File: config.mk
export PLATFORM = sky130hd
export DESIGN_NAME = magic_length_frame_deframer
export DESIGN_NICKNAME = d
export VERILOG_FILES = /design/src/mlfd_pkg.sv /design/src/mlfd_in_stage.sv /design/src/mlfd_core.sv /design/src/magic_length_frame_deframer.sv
export SDC_FILE = /design/constraint.sdc
export NUM_CORES = 1
export LEC_CHECK = 0
export BUFFER_PORTS_ARGS = -buffer_cell sky130_fd_sc_hd__buf_4
export CAP_MARGIN = 40
export CORE_MARGIN = 3
export CORE_UTILIZATION = 30
export DETAILED_ROUTE_END_ITERATION = 8
export GPL_TIMING_DRIVEN = 1
export PLACE_DENSITY = 0.51
export REMOVE_ABC_BUFFERS = 1
export SYNTH_ARGS = -nofsm -noshare
export SYNTH_HDL_FRONTEND = slang
export SYNTH_SLANG_ARGS = --single-unit
File: constraint.sdc
create_clock -name clock -period 5.4 [get_ports clock]
set_clock_uncertainty 0.2 [all_clocks]
set_input_delay 1.08 -clock clock [delete_from_list [all_inputs] [get_ports clock]]
set_output_delay 1.08 -clock clock [all_outputs]
set_load 0.05 [all_outputs]
File: src/mlfd_pkg.sv
// Shared types, constants and magic-word table for the magic/length deframer.
package mlfd_pkg;

   typedef enum logic [1:0] {
      PH_HUNT = 2'd0,
      PH_TYPE = 2'd1,
      PH_LEN  = 2'd2,
      PH_DATA = 2'd3
   } phase_type;

   localparam logic [7:0] MAGIC_NOW_0 = 8'hC1;
   localparam logic [7:0] MAGIC_NOW_1 = 8'h1F;
   localparam logic [7:0] MAGIC_NOW_2 = 8'hFE;
   localparam logic [7:0] MAGIC_NOW_3 = 8'h72;
   localparam logic [7:0] MAGIC_OLD_0 = 8'h53;
   localparam logic [7:0] MAGIC_OLD_1 = 8'h6E;
   localparam logic [7:0] MAGIC_OLD_2 = 8'h69;
   localparam logic [7:0] MAGIC_OLD_3 = 8'h66;
   localparam logic [8:0] CHECK_TAIL  = 9'd2;

   // Item held in the input register.
   typedef struct packed {
      logic       valid;
      logic [7:0] rx_byte;
   } in_item_type;

   function automatic logic [7:0] magic_byte(input logic legacy, input logic [1:0] pos);
      logic [7:0] val;
      begin
         case (pos)
            2'd0: val = legacy ? MAGIC_OLD_0 : MAGIC_NOW_0;
            2'd1: val = legacy ? MAGIC_OLD_1 : MAGIC_NOW_1;
            2'd2: val = legacy ? MAGIC_OLD_2 : MAGIC_NOW_2;
            2'd3: val = legacy ? MAGIC_OLD_3 : MAGIC_NOW_3;
            default: val = MAGIC_NOW_0;
         endcase
         return val;
      end
   endfunction

endpackage

File: src/mlfd_in_stage.sv
// Input register: captures one received byte per handshake.
module mlfd_in_stage import mlfd_pkg::*; (
   input  logic        clock,
   input  logic        reset,
   input  logic        req_valid,
   output logic        req_ready,
   input  logic [7:0]  req_rx_byte,
   input  logic        take,
   output in_item_type item
);

   in_item_type item_ff;
   in_item_type item_in;

   assign req_ready = !item_ff.valid || take;
   assign item      = item_ff;

   always_comb begin
      item_in = item_ff;
      if (req_ready) begin
         item_in.valid   = req_valid;
         item_in.rx_byte = req_rx_byte;
      end
   end

   always_ff @(posedge clock) begin
      if (reset) begin
         item_ff.valid <= 1'b0;
      end else begin
         item_ff.valid <= item_in.valid;
      end
      item_ff.rx_byte <= item_in.rx_byte;
   end

endmodule

File: src/mlfd_core.sv
// Deframer state machine and result register.
module mlfd_core import mlfd_pkg::*; (
   input  logic        clock,
   input  logic        reset,
   input  in_item_type item,
   output logic        take,
   output logic        rsp_valid,
   input  logic        rsp_ready,
   output logic [7:0]  rsp_data_byte,
   output logic [7:0]  rsp_byte_index,
   output logic [7:0]  rsp_frame_kind,
   output logic        rsp_legacy_frame,
   output logic        rsp_check_byte,
   output logic        rsp_frame_last
);

   phase_type  phase_ff, phase_in;
   logic [1:0] match_ff, match_in;
   logic       legacy_ff, legacy_in;
   logic [7:0] kind_ff, kind_in;
   logic [7:0] length_ff, length_in;
   logic [7:0] count_ff, count_in;

   logic       out_valid_ff, out_valid_in;
   logic [7:0] out_data_ff, out_data_in;
   logic [7:0] out_index_ff, out_index_in;
   logic [7:0] out_kind_ff, out_kind_in;
   logic       out_legacy_ff, out_legacy_in;
   logic       out_check_ff, out_check_in;
   logic       out_last_ff, out_last_in;

   logic [7:0] b;
   logic [2:0] match_next;
   logic       last;
   logic       check;

   assign take = item.valid && (!out_valid_ff || rsp_ready);
   assign b    = item.rx_byte;
   assign last  = ({1'b0, count_ff} + 9'd1) >= {1'b0, length_ff};
   assign check = ({1'b0, count_ff} + CHECK_TAIL) >= {1'b0, length_ff};

   always_comb begin
      phase_in      = phase_ff;
      match_in      = match_ff;
      legacy_in     = legacy_ff;
      kind_in       = kind_ff;
      length_in     = length_ff;
      count_in      = count_ff;
      match_next    = {1'b0, match_ff};
      out_valid_in  = out_valid_ff && !rsp_ready;
      out_data_in   = out_data_ff;
      out_index_in  = out_index_ff;
      out_kind_in   = out_kind_ff;
      out_legacy_in = out_legacy_ff;
      out_check_in  = out_check_ff;
      out_last_in   = out_last_ff;
      if (take) begin
         case (phase_ff)
            PH_HUNT: begin
               if (match_ff == 2'd0) begin
                  if (b == MAGIC_NOW_0) begin
                     match_next = 3'd1;
                     legacy_in  = 1'b0;
                  end else if (b == MAGIC_OLD_0) begin
                     match_next = 3'd1;
                     legacy_in  = 1'b1;
                  end else begin
                     legacy_in  = 1'b0;
                  end
               end else if (b != magic_byte(legacy_ff, match_ff)) begin
                  // Mismatch: restart the hunt, drop the legacy flag
                  match_next = 3'd0;
                  legacy_in  = 1'b0;
               end else begin
                  match_next = {1'b0, match_ff} + 3'd1;
               end
               match_in = match_next[1:0];
               if (match_next[2]) begin
                  if (legacy_in) begin
                     kind_in  = 8'd0;
                     phase_in = PH_LEN;
                  end else begin
                     phase_in = PH_TYPE;
                  end
               end
            end
            PH_TYPE: begin
               kind_in  = b;
               phase_in = PH_LEN;
            end
            PH_LEN: begin
               length_in = b;
               count_in  = 8'd0;
               if (b == 8'd0) begin
                  phase_in  = PH_HUNT;
                  match_in  = 2'd0;
                  legacy_in = 1'b0;
               end else begin
                  phase_in = PH_DATA;
               end
            end
            PH_DATA: begin
               out_valid_in  = 1'b1;
               out_data_in   = b;
               out_index_in  = count_ff;
               out_kind_in   = kind_ff;
               out_legacy_in = legacy_ff;
               out_check_in  = check;
               out_last_in   = last;
               if (last) begin
                  count_in  = 8'd0;
                  phase_in  = PH_HUNT;
                  match_in  = 2'd0;
                  legacy_in = 1'b0;
               end else begin
                  count_in = count_ff + 8'd1;
               end
            end
            default: phase_in = PH_HUNT;
         endcase
      end
   end

   always_ff @(posedge clock) begin
      if (reset) begin
         phase_ff     <= PH_HUNT;
         match_ff     <= 2'd0;
         legacy_ff    <= 1'b0;
         kind_ff      <= 8'd0;
         length_ff    <= 8'd0;
         count_ff     <= 8'd0;
         out_valid_ff <= 1'b0;
      end else begin
         phase_ff     <= phase_in;
         match_ff     <= match_in;
         legacy_ff    <= legacy_in;
         kind_ff      <= kind_in;
         length_ff    <= length_in;
         count_ff     <= count_in;
         out_valid_ff <= out_valid_in;
      end
      out_data_ff   <= out_data_in;
      out_index_ff  <= out_index_in;
      out_kind_ff   <= out_kind_in;
      out_legacy_ff <= out_legacy_in;
      out_check_ff  <= out_check_in;
      out_last_ff   <= out_last_in;
   end

   assign rsp_valid        = out_valid_ff;
   assign rsp_data_byte    = out_data_ff;
   assign rsp_byte_index   = out_index_ff;
   assign rsp_frame_kind   = out_kind_ff;
   assign rsp_legacy_frame = out_legacy_ff;
   assign rsp_check_byte   = out_check_ff;
   assign rsp_frame_last   = out_last_ff;

endmodule

File: src/magic_length_frame_deframer.sv
// Top level of the magic-word, length-prefixed byte deframer.
// Bytes enter on req_ one per cycle while req_ready is high, pass through an input
// register and then the framing state machine, which fills the rsp_ result register;
// one item per cycle is sustained as long as rsp_ready stays high. The block hunts
// for C1 1F FE 72 (then type byte) or 53 6E 69 66 (legacy, type reads as zero), then
// takes a length byte and emits that many data bytes, each with its index, frame
// type, legacy flag, check mark (last two bytes) and last mark.
// A wrong magic byte restarts the hunt; a zero length emits nothing.
module magic_length_frame_deframer import mlfd_pkg::*; (
   input  logic       clock,
   input  logic       reset,
   input  logic       req_valid,
   output logic       req_ready,
   input  logic [7:0] req_rx_byte,
   output logic       rsp_valid,
   input  logic       rsp_ready,
   output logic [7:0] rsp_data_byte,
   output logic [7:0] rsp_byte_index,
   output logic [7:0] rsp_frame_kind,
   output logic       rsp_legacy_frame,
   output logic       rsp_check_byte,
   output logic       rsp_frame_last
);

   in_item_type item;
   logic        take;

   mlfd_in_stage u_in_stage (
      .clock       (clock),
      .reset       (reset),
      .req_valid   (req_valid),
      .req_ready   (req_ready),
      .req_rx_byte (req_rx_byte),
      .take        (take),
      .item        (item)
   );

   mlfd_core u_core (
      .clock            (clock),
      .reset            (reset),
      .item             (item),
      .take             (take),
      .rsp_valid        (rsp_valid),
      .rsp_ready        (rsp_ready),
      .rsp_data_byte    (rsp_data_byte),
      .rsp_byte_index   (rsp_byte_index),
      .rsp_frame_kind   (rsp_frame_kind),
      .rsp_legacy_frame (rsp_legacy_frame),
      .rsp_check_byte   (rsp_check_byte),
      .rsp_frame_last   (rsp_frame_last)
   );

endmodule
# Word level (Yosys, flattened, before mapping)
# Index checks and enable logic that the tools add are counted.
[totals]
elab_cells = 91
reg_bits = 66
input_bits = 12
[op_classes]
reduce_logical = 20
mux = 36
n_eq_ne = 14
n_addsub = 4
magnitude_cmp = 2
[op_table]
columns = ["op", "n"]
rows = [
  ["$mux W8", 7],
  ["$pmux W8 S2", 2],
  ["$pmux W8 S3", 1],
  ["$ge A9 B8 Y1", 2],
  ["$mux W3", 5],
  ["$mux W2", 6],
  ["$mux W1", 10],
  ["$add A8 B1 Y9 const B", 1],
  ["$add A8 B2 Y9 const B", 1],
  ["$add A8 B1 Y8 const B", 1],
  ["$eq A2 B2 Y1 const B", 4],
  ["$eq A8 B7 Y1 const B", 1],
  ["$eq A8 B8 Y1 const B", 1],
  ["$logic_not A8 Y1", 1],
  ["$ne A2 B1 Y1 const B", 4],
  ["$ne A8 B8 Y1", 1],
  ["$pmux W2 S4", 1],
  ["$reduce_and A4 Y1", 2],
  ["$mux W7", 1],
  ["$pmux W2 S3", 1],
  ["$reduce_and A2 Y1", 3],
  ["$mux W5", 1],
  ["$ne A5 B5 Y1 const B", 1],
  ["$reduce_and A5 Y1", 1],
  ["10 further kinds", 17],
]

# Depth between registers and ports, before layout
# Gate-level depths: netlist of run 1.
[depth]
ltp_word = 13
ltp_mapped = 11
ltp_nobuf = 11

# By module
# From an unflattened synthesis of run 1, not the netlist that was laid out.
[hier_totals]
cells_unflattened = 298
hier_area_um2 = 3276.9
[modules_own_cells]
columns = ["mod", "seq_area_each_um2", "cells_per_inst", "area_each_um2", "n_inst"]
rows = [
  ["mlfd_core", 1411.4, 286, 2990.4, 1],
  ["mlfd_in_stage", 260.2, 12, 286.5, 1],
]

# Worst setup path before layout of run 1
# Ideal clock, no wire load.
[synth_timing]
kind = "input -> output"
from = "input rsp_ready"
to = "output req_ready"
stages = 2
t_arrival_ps = 1633
path_slack_ps = 2487
required_time_ps = 4120
path_cell_list = "nor2b_1 -> nand2_1"
[synth_between]
elab_chain_cells = 3
[synth_rtl]
columns = ["element", "line_no", "source"]
rows = [
  ["start, declared", "magic_length_frame_deframer.sv:16", "input logic rsp_ready,"],
  ["$logic_or A1 B1 Y1", "mlfd_core.sv:37", "assign take = item.valid && (!out_valid_ff || rsp_ready);"],
  ["$logic_and A1 B1 Y1", "mlfd_core.sv:37", ""],
  ["$logic_or A1 B1 Y1", "mlfd_in_stage.sv:15", "assign req_ready = !item_ff.valid || take;"],
  ["end, declared", "magic_length_frame_deframer.sv:13", "output logic req_ready,"],
]
# Every way passes these cells.

# Worst setup path after layout of run 1
[layout_timing]
from = "register u_core.count_ff[0]"
to = "register u_core.count_ff[6]"
[layout_between]
elab_chain_cells = 4
word_cells_on_any_way = 5
classes_between = "2 x add/sub; 1 x order compare; 2 x mux"
[layout_rtl]
columns = ["element", "line_no", "source"]
rows = [
  ["start, declared", "mlfd_core.sv:22", "logic [7:0] count_ff, count_in;"],
  ["start signal, assigned", "mlfd_core.sv:139", "count_ff <= count_in;"],
  ["$add A8 B1 Y9", "mlfd_core.sv:39", "assign last = ({1'b0, count_ff} + 9'd1) >= {1'b0, length_ff};"],
  ["$ge A9 B8 Y1", "mlfd_core.sv:39", ""],
  ["net u_core.last", "mlfd_core.sv:34", "logic last;"],
  ["$mux W8", "mlfd_core.sv:110", "if (last) begin"],
  ["$pmux W8 S2", "mlfd_core.sv:58", "case (phase_ff)"],
]
# The timed path passes the listed nets, and every way through them passes these cells.
# A chain may end at the register's enable or synchronous reset.

==> results of run 1 <==
path summary, 6_finish.rpt:
path	slack, ns	cells after the start	start	end
worst max-delay path	2.12	11	u_core.count_ff[0]	u_core.count_ff[6]
worst max register to register	2.12	11	u_core.count_ff[0]	u_core.count_ff[6]
worst min register to register	0.27	0	u_core.kind_ff[1]	u_core.rsp_frame_kind[1]
worst min-delay path	0.27	0	u_core.kind_ff[1]	u_core.rsp_frame_kind[1]
registers in the layout (all words and copies together) (netlist names), 2 cells and up:
name                   count
u_core.match_ff            2
u_core.count_ff            8
u_core.rsp_byte_index      8
u_core.rsp_frame_kind      8
u_core.kind_ff             8
u_core.phase_ff            2
u_core.length_ff           8
u_in_stage.item            9
u_core.rsp_data_byte       8
cell families (layout without fill, tap and decap cells):
family	after synthesis	count (layout)	synth area share, %
and+or+nand+nor	103	103	17.17
DFF	66	66	51.42
AOI/OAI and AO/OA	65	65	13.01
buffers and inverters	26	71	3.041
adders and majority gates	22	22	8.468
xor gates and xnor gates	14	14	3.772
muxes	10	10	3.118
worst max-delay path, delay by kind of cell, from the launching register on:
family          cells  cell delay (ns)
flops               1             0.53
compound gates      4             0.79
simple gates        4             0.92
fa+ha+maj           2             0.58
xor+xnor            1             0.18
routing by layer:
layer	track usage, %	wire length [um]
met5	0	0
met4	4.398	93
met3	3.436	429
met2	18.76	3164
met1	18.34	3683
stage by stage:
stage | cells | setup slack, ns
final | 487 | 2.125
after global routing | 487 | 1.881
after CTS | 487 | 2.200
after detailed placement | 471 | 2.214
after global placement | 470 | 2.228
after floorplan | 294 | 2.487
power groups by stage:
stage / combinational [mW] / sequential (mW) / clock, mW
global placement: 0.0223 / 0.550 / 0
global route: 0.0245 / 0.539 / 0.507
detailed placement: 0.0222 / 0.550 / 0
finish: 0.0223 / 0.538 / 0.479
floorplan: 0.0105 / 0.544 / 0
CTS: 0.0223 / 0.538 / 0.487
area by class of cell:
cell class	instances	share of cell area [%]
Clock buffer	10	3.502
Clock inverter	6	2.292
Inverter	14	1.337
Multi-Input combinational cell	214	37.66
Sequential cell	66	42.53
Tap cell	136	4.330
Timing Repair Buffer	41	8.341
cells in the final DEF (no fill, tap or decap), drive strengths merged, types with 2 or more instances in the layout:
master   n
nor3     5
nand3   19
nand4    4
or4      2
mux2i    9
clkinv   3
inv     14
o31ai    2
edfxtp  35
a21o     2
o21ai    8
xnor2    9
a22oi   12
or2      2
nand4b   2
nand2   14
bufinv   2
nor2    28
a21oi   21
clkbuf  10
ha      22
and3     5
xor2     5
dfxtp   31
nor3b    3
o211ai   4
nor4     4
nor2b    7
nand2b   2
a31oi    4
a311oi   2
buf     41
==> flow_summary.ini, run 1 <==
[yosys]
yosys.area.top_type = edfxtp_1
synth-main-ff-cell = edfxtp_1
avgSynthCellArea_um2 = 10.62
synth_top_area_share_pct = 32.33
syn-instance-count = 306
synth.area.top_cells = edfxtp_1, dfxtp_1, ha_1
ys_seq_area_share_pct = 51.42
synthTopCellsByCount = edfxtp_1, dfxtp_1, nor2_1, ha_1, a21oi_1
synth_area_mm2 = 0.003251
ys_ff_latch = 66
ys.warnings.count = 0
netlist-cell-type-count = 50
synth_edf_count = 35
async_reset_ff_share_pct = 0
synth.most_common_cell = edfxtp_1

[global_routing]
grtUsageTotal_pct = 12.85
antenna_found_initial = 0
gr-total-overflow = 0
first_global_vias = 2285
grt_max_degree = 33
grt_first_pass_wirelength_mm = 11.87

[place]
hpwl_mm = 5.248
place.gp.congestion = 0.8024
io_buffers = 40
placed_area_mm2 = 0.003702

[cells_and_area]
nets = 380
fin_util_pct = 37.73
fin_area_mm2 = 0.003930
drive_gt1_share_pct = 18.23
regArea_mm2 = 0.001672
fillers = 1044
multi_input_area_mm2 = 0.001480
syn2layout_area_growth_pct = 20.90
antennaDiodeCount = 0

[clock_network]
h-tree-depth = 3
holdBufCountCts = 0
cts-root-buf = clkbuf_8
cts_tree = yes
clk_path_buf_depth = 2
cts_buffers = 9
insertion_delay_ns = 0.35
path_clk_slew_ns = 0.08
cts_setup_buffers = 0
cts.sinks = 66
cts_resized = 0

[floorplanning]
std_cell_rows = 37
die_y_um = 110.1
die_x_um = 110.1
core-area_mm2 = 0.01042
dieArea_mm2 = 0.01212
start_util_pct = 31.21
pin_count = 41

[drt]
drt_pre_antenna_iters = 4
drt_iter0_markers = 148
ant_nets = 0
via_count = 2406
routedWlPerCell_um = 15.14
routed_via_density = 4.940
postRouteWirelength_mm = 7.371
drc_errors = 0

[timing]
setup_viol = 0
timing.setup.tns_ns = 0
min_period_over_period_pct = 60.66
rsz0062_at_grt = false
slew_headroom_pct = 62.05
whs_ns = 0.2698
finalHoldViolations = 0
tightestPinTransition_ns = 0.5667
drv_slew = 0
fmaxAchievable_mhz = 305.3
layout_min_cycle_time_ns = 3.275

[worst_setup_path]
crit_type = flip-flop to flip-flop
cp_cell_sequence = ha_1, nand3_1, nor2_1, xor2_1, ha_1, nand3_1, o211a_1, o211ai_1, nor2_1, a21oi_1, a311oi_1
worstPathArrival_ns = 3.33
crit_path_max_fanout = 9
cp-start-kind = flip-flop
worst_path_largest_cell_delay_ns = 0.53
crit_path_end_kind = flip-flop
cpMaxStageDelayCell = dfxtp_1
crit_required_ns = 5.46

[pwr]
p_seq_share_pct = 51.8
p_int_mw = 0.8120
power_switching_share_pct = 21.91
power_mw = 1.040
ir_drop_mv = 0.1199
p_comb_share_pct = 2.1
pwr-share-clk_pct = 46.1
p_leak_nw = 1.530
switching_power_mw = 0.2278
p_per_area_mw_per_mm2 = 264.6

[flow_run]
maxCapViolCount = 0

[worst_hold_path]
worstHoldPathType = flip-flop to flip-flop

[outcome]
status = complete, no violations
Note: power is estimated with default switching activity, not from simulation.
==> run 2, diff against run 1 <==
ABC_AREA = 1   (was default)
PLACE_DENSITY = 0.52   (was 0.51)
clock period = 2.65 ns   (was 5.4 ns; I/O delays follow)
==> run 2 against run 1 <==
Total power grew 100%; largest power group unchanged; sequential share of layout area shrank 3.6 points; count of clock-buffer cells in the layout shrank 1; routed wire length grew 7.3%; final cell count grew 20%; sequential power grew 100%; sequential cell count is the same; combinational power grew 150%.
==> flow_summary.ini, run 2 <==
[clock_network]
path_clk_slew_ns = 0.08
cts_tree = yes
cts.sinks = 66
clk_path_buf_depth = 2
insertion_delay_ns = 0.34
h-tree-depth = 3
cts-root-buf = clkbuf_8
cts_buffers = 9

[cells_and_area]
largest_reg_flops = 9
antennaDiodeCount = 0
final_common_cell = nand2_1
syn2layout_area_growth_pct = 31.79
nets = 477
fin_util_pct = 41.29
drive_gt1_share_pct = 29.46
layout_common_cells = nand2_1, buf_4, inv_1, edfxtp_1, nor2_1

[drt]
routedWlPerCell_um = 13.54
ant_nets = 0
drc_errors = 0
drt_iter0_markers = 125
drt_pre_antenna_iters = 4
routed_via_density = 4.676
via_count = 2731
postRouteWirelength_mm = 7.907

[timing]
setup_slack_ns = 0.06645
slew_headroom_pct = 64.10
setup_viol = 0
timing.setup.tns_ns = 0
fmaxAchievable_mhz = 387.1
rsz0062_at_grt = true
drv_slew = 0
layout_min_cycle_time_ns = 2.584
whs_ns = 0.1588
min_period_over_period_pct = 97.49
tightestPinTransition_ns = 0.5365
finalHoldViolations = 0

[yosys]
syn-instance-count = 372
synth_top_area_share_pct = 32.06
synth_fa_ha_area_share_pct = 8.397
ys.warnings.count = 0
synth-main-ff-cell = edfxtp_1
synth_edf_count = 35
synthTopCellsByCount = nand2_1, inv_1, nor2_1, a21oi_1, edfxtp_1
synth_xor_xnor_area_share_pct = 1.870
yosys.area.top_type = edfxtp_1
netlist-cell-type-count = 30
ys_ff_latch = 66
async_reset_ff_share_pct = 0
synth.most_common_cell = nand2_1
synthSimpleGateAreaFrac_pct = 23.93
avgSynthCellArea_um2 = 8.812
ys_seq_area_share_pct = 50.99
synth_compound_area_share_pct = 8.664
synth_area_mm2 = 0.003278
yosys-mux-area-fraction_pct = 0.3053
synth_top_family_by_area = simple AND/OR/NAND/NOR gates
synth.area.top_cells = edfxtp_1, dfxtp_1, nand2_1

[pwr]
p_per_area_mw_per_mm2 = 486.8
p_leak_nw = 1.946
switching_power_mw = 0.4670
power_switching_share_pct = 22.20
p_int_mw = 1.636
p_comb_share_pct = 2.6
pwr-share-clk_pct = 45.4
ir_drop_mv = 0.1993
power_mw = 2.103
p_seq_share_pct = 51.9

[floorplanning]
pin_count = 41
die_y_um = 110.5
std_cell_rows = 37
die_x_um = 110.5
core-area_mm2 = 0.01046
dieArea_mm2 = 0.01222
start_util_pct = 31.33

[place]
io_buffers = 40
hpwl_mm = 5.581
place.gp.congestion = 0.8910
place_ws_ns = -0.1327

[outcome]
status = complete, no violations

[flow_run]
maxCapViolCount = 0

[global_routing]
gr-total-overflow = 0
grt_max_degree = 19
grt_first_pass_wirelength_mm = 12.52
first_global_vias = 2553
antenna_found_initial = 0
grtUsageTotal_pct = 12.74

[worst_setup_path]
crit_path_max_fanout = 5
cp-start-kind = flip-flop
crit_required_ns = 2.72
crit_type = flip-flop to flip-flop
crit_path_end_kind = flip-flop
worstPathArrival_ns = 2.65

[worst_hold_path]
worstHoldPathType = primary input to flip-flop
## run 2: changes by cell type in the layout (fill, tap and decap cells not counted), moves of 7 or more
cell / delta
nand2_1: +64
buf_4: +25
inv_1: +24
a22oi_1: -12
a21oi_1: +11
xnor2_1: -9
mux2i_1: -8
nor2_2: +8
nor2b_1: -7
## run 2: what timing repair did
item / in CTS / in global routing
hold buffers: 0 / 0
endpoints found under the setup margin: 14 / 14
resized for setup: 17 / 23
setup buffers: 2 / 6
pin swaps: 14 / 22
cloned: 1 / 0
## run 2: layer usage
| layer | part of all wire, % | global-route usage (%) | vias up | wire length, um |
|---|---|---|---|---|
| li1 | - | - | 1381 | - |
| met2 | 47 | 20.51 | 53 | 3738 |
| met3 | 4.9 | 3.342 | 10 | 387 |
| met1 | 46 | 16.70 | 1287 | 3672 |
| met5 | 0 | 0 | - | 0 |
| met4 | 1.4 | 4.105 | 0 | 108 |
## run 2: worst paths after layout
kind | cells after the start | slack (ns) | start | endpoint
worst max-delay path | 13 | 0.07 | u_core.count_ff[1] | u_core.count_ff[1]
worst min-delay path | 1 | 0.16 | req_rx_byte[3] | u_in_stage.item[3]
worst max register to register | 13 | 0.07 | u_core.count_ff[1] | u_core.count_ff[1]
worst min register to register | 0 | 0.23 | u_core.kind_ff[0] | u_core.rsp_frame_kind[0]
## run 2: cells by family (layout without fill, tap and decap cells)
family	count (synthesis)	in the layout
flip-flops	66	66
buffers and inverters	50	125
AO/OA/AOI/OAI	54	54
adder cells (fa/ha/maj)	22	22
XOR/XNOR	7	7
AND/OR/NAND/NOR	172	173
multiplexers	1	1
## run 2: power groups by stage
stage	registers [mW]	clock network [mW]	logic, mW
2_1_floorplan	1.11	0	0.0300
3_3_place_gp	1.12	0	0.0545
6_report	1.09	0.956	0.0551
5_1_grt	1.09	1.02	0.0626
4_1_cts	1.09	0.979	0.0553
3_5_place_dp	1.12	0	0.0548
## run 2: worst max-delay path, cell delays in order (launching register included)
cell and delay (ns):
dfxtp_4 0.39, ha_4 0.16, inv_4 0.05, nor3_4 0.17
xor2_1 0.22, ha_1 0.30, a21o_1 0.18, nand3_2 0.08
nand2_2 0.06, nor2_4 0.13, nand3_4 0.14, nor2_4 0.23
nand3_1 0.10, a21oi_1 0.12
## run 2: layout make-up
class	count	area, um2
Inverter	43	167.7
Clock buffer	9	123.9
Multi-Input combinational cell	257	1579
Tap cell	136	170.2
Sequential cell	66	1680
Timing Repair Buffer	66	499.2
Fill cell	1035	6142
Clock inverter	7	100.1
## run 2: per-stage QoR
step	instance area [um2]	cells
2_1_floorplan	3248	365
3_3_place_gp	3856	559
3_5_place_dp	3856	559
4_1_cts	4163	578
5_1_grt	4320	584
6_report	4320	584
==> run 3, diff against run 2 <==
PLACE_DENSITY = default   (was 0.52)
PLACE_DENSITY_LB_ADDON = 0.3   (was default)
SKIP_LAST_GASP = 1   (was default)
==> run 3 against run 2 <==
The flow now finishes with violations (negative setup slack); via count down 2.5%; non-clock buffer count down 2; first-iteration DRC count up 2.4%; final cell count down 0.34%; routed wire length down 3.2%; global-route usage about the same; die area unchanged; utilization down 0.60 points; sequential cell count unchanged; sequential share of layout area up 0.48 points; critical endpoint is now u_core.count_ff[6]; largest power group unchanged; highest routed layer unchanged.
==> flow_summary.ini, run 3 (synthesized netlist as in run 2, its figures left out) <==
[cells_and_area]
largest_reg_flops = 9
final_common_cell = nand2_1
multi_input_area_mm2 = 0.001545
final_cells = 582
antennaDiodeCount = 0
syn2layout_area_growth_pct = 29.89
fillers = 1058
fin_util_pct = 40.70
layout_common_cells = nand2_1, buf_4, inv_1, nor2_1, edfxtp_1
fin_area_mm2 = 0.004258
drive_gt1_share_pct = 27.13
regArea_mm2 = 0.001677
nets = 475

[worst_setup_path]
cp-start-kind = flip-flop
cpMaxStageDelayCell = dfxtp_4
crit_family = simple AND/OR/NAND/NOR gates
crit_required_ns = 2.73
worstPathArrival_ns = 2.77
worst_path_largest_cell_delay_ns = 0.38
crit_type = flip-flop to flip-flop
cp_cell_sequence = ha_4, nand2_4, inv_2, nand4_1, xnor2_2, nor2_1, nor2_1, ha_1, nand3_2, nor2_2, nor2_4, nand3_4, nor2_4, nand3_2, a21oi_2
crit_buf_inv = 1
crit_path_end_kind = flip-flop
crit_path_max_fanout = 5
reg2reg_slack_ns = -0.04

[clock_network]
cts_tree = yes
h-tree-depth = 3
cts_buffers = 9
cts-root-buf = clkbuf_8
path_clk_slew_ns = 0.08
clk_path_buf_depth = 2
cts.sinks = 66
holdBufCountCts = 0
insertion_delay_ns = 0.35

[drt]
routedWlPerCell_um = 13.15
drc_errors = 0
ant_nets = 0
drt_pre_antenna_iters = 4
met3WireLength_um = 394
postRouteWirelength_mm = 7.652
via_count = 2662
routed_via_density = 4.574
drt_iter0_markers = 128
highest_layer = met4
met2WireLength_mm = 3.553
drt-met1-wl_mm = 3.599

[pwr]
switching_power_mw = 0.4636
p_seq_share_pct = 52.0
pwr-share-clk_pct = 45.3
p_per_area_mw_per_mm2 = 493.3
power_switching_share_pct = 22.07
ir_drop_mv = 0.2281
p_comb_share_pct = 2.7
p_leak_nw = 1.942
p_int_mw = 1.637

[global_routing]
gr-total-overflow = 0
grt_first_pass_wirelength_mm = 12.57
grt_max_degree = 20
first_global_vias = 2592
grtUsageTotal_pct = 12.71
antenna_found_initial = 0

[floorplanning]
std_cell_rows = 37
dieArea_mm2 = 0.01222
core-area_mm2 = 0.01046
start_util_pct = 31.33
die_y_um = 110.5
die_x_um = 110.5
pin_count = 41

[place]
place.gp.congestion = 0.9078
placed_area_mm2 = 0.003864
place_ws_ns = -0.1233
dp_cells = 560
io_buffers = 40
hpwl_mm = 5.538

[outcome]
violations = negative setup slack
status = complete, but fails checks

[timing]
min_period_over_period_pct = 101.4
finalHoldViolations = 0
setup_slack_ns = -0.03691
drv_slew = 0
setup_viol = 2
slew_headroom_pct = 65.22
fmaxAchievable_mhz = 372.2
layout_min_cycle_time_ns = 2.687
rsz0062_at_grt = true
tightestPinTransition_ns = 0.5198
timing.setup.tns_ns = -0.05241

[worst_hold_path]
worstHoldPathType = primary input to flip-flop

[flow_run]
maxCapViolCount = 0
[run 3: worst paths after layout]
path              depth (start not counted)                        to               start
setup / recovery                         15        u_core.count_ff[6]  u_core.count_ff[1]
hold / removal                            1        u_in_stage.item[5]      req_rx_byte[5]
setup reg to reg                         15        u_core.count_ff[6]  u_core.count_ff[1]
hold reg to reg                           0  u_core.rsp_frame_kind[1]   u_core.kind_ff[1]
[run 3: timing repair]
item,in CTS,in global routing
buffers inserted,2,3
cloned,1,0
setup endpoints to repair,14,14
pin swaps,8,21
resized for setup,4,23
[run 3: through the flow]
| stage | hold WS [ns] | power [mW] |
|---|---|---|
| finish | 0.1516 | 2.100 |
| global route | 0.1255 | 2.174 |
| CTS | 0.1388 | 2.123 |
| detailed placement | 0.2164 | 1.172 |
| global placement | 0.2178 | 1.172 |
| floorplan | 0.2086 | 1.139 |
[run 3: layer usage]
metal,vias to the layer above,global-route usage (%)
met5,-,0
met4,0,5.008
met3,9,3.233
met2,62,19.78
met1,1213,16.93
li1,1378,-
[run 3: power groups by stage]
| stage | sequential [mW] | combinational, mW | clock (mW) |
|---|---|---|---|
| global placement | 1.12 | 0.0551 | 0 |
| global route | 1.09 | 0.0630 | 1.02 |
| detailed placement | 1.12 | 0.0557 | 0 |
| CTS | 1.09 | 0.0558 | 0.975 |
| floorplan | 1.11 | 0.0300 | 0 |
| finish | 1.09 | 0.0558 | 0.953 |
[run 3: layout make-up]
type                       instances  share of cell area, %
multi-input combinational        257                  36.29
inverter                          43                  3.791
sequential                        66                  39.38
timing repair buffer              64                  11.28
clock inverter                     7                  2.351
clock buffer                       9                  2.909
tap                              136                  3.996
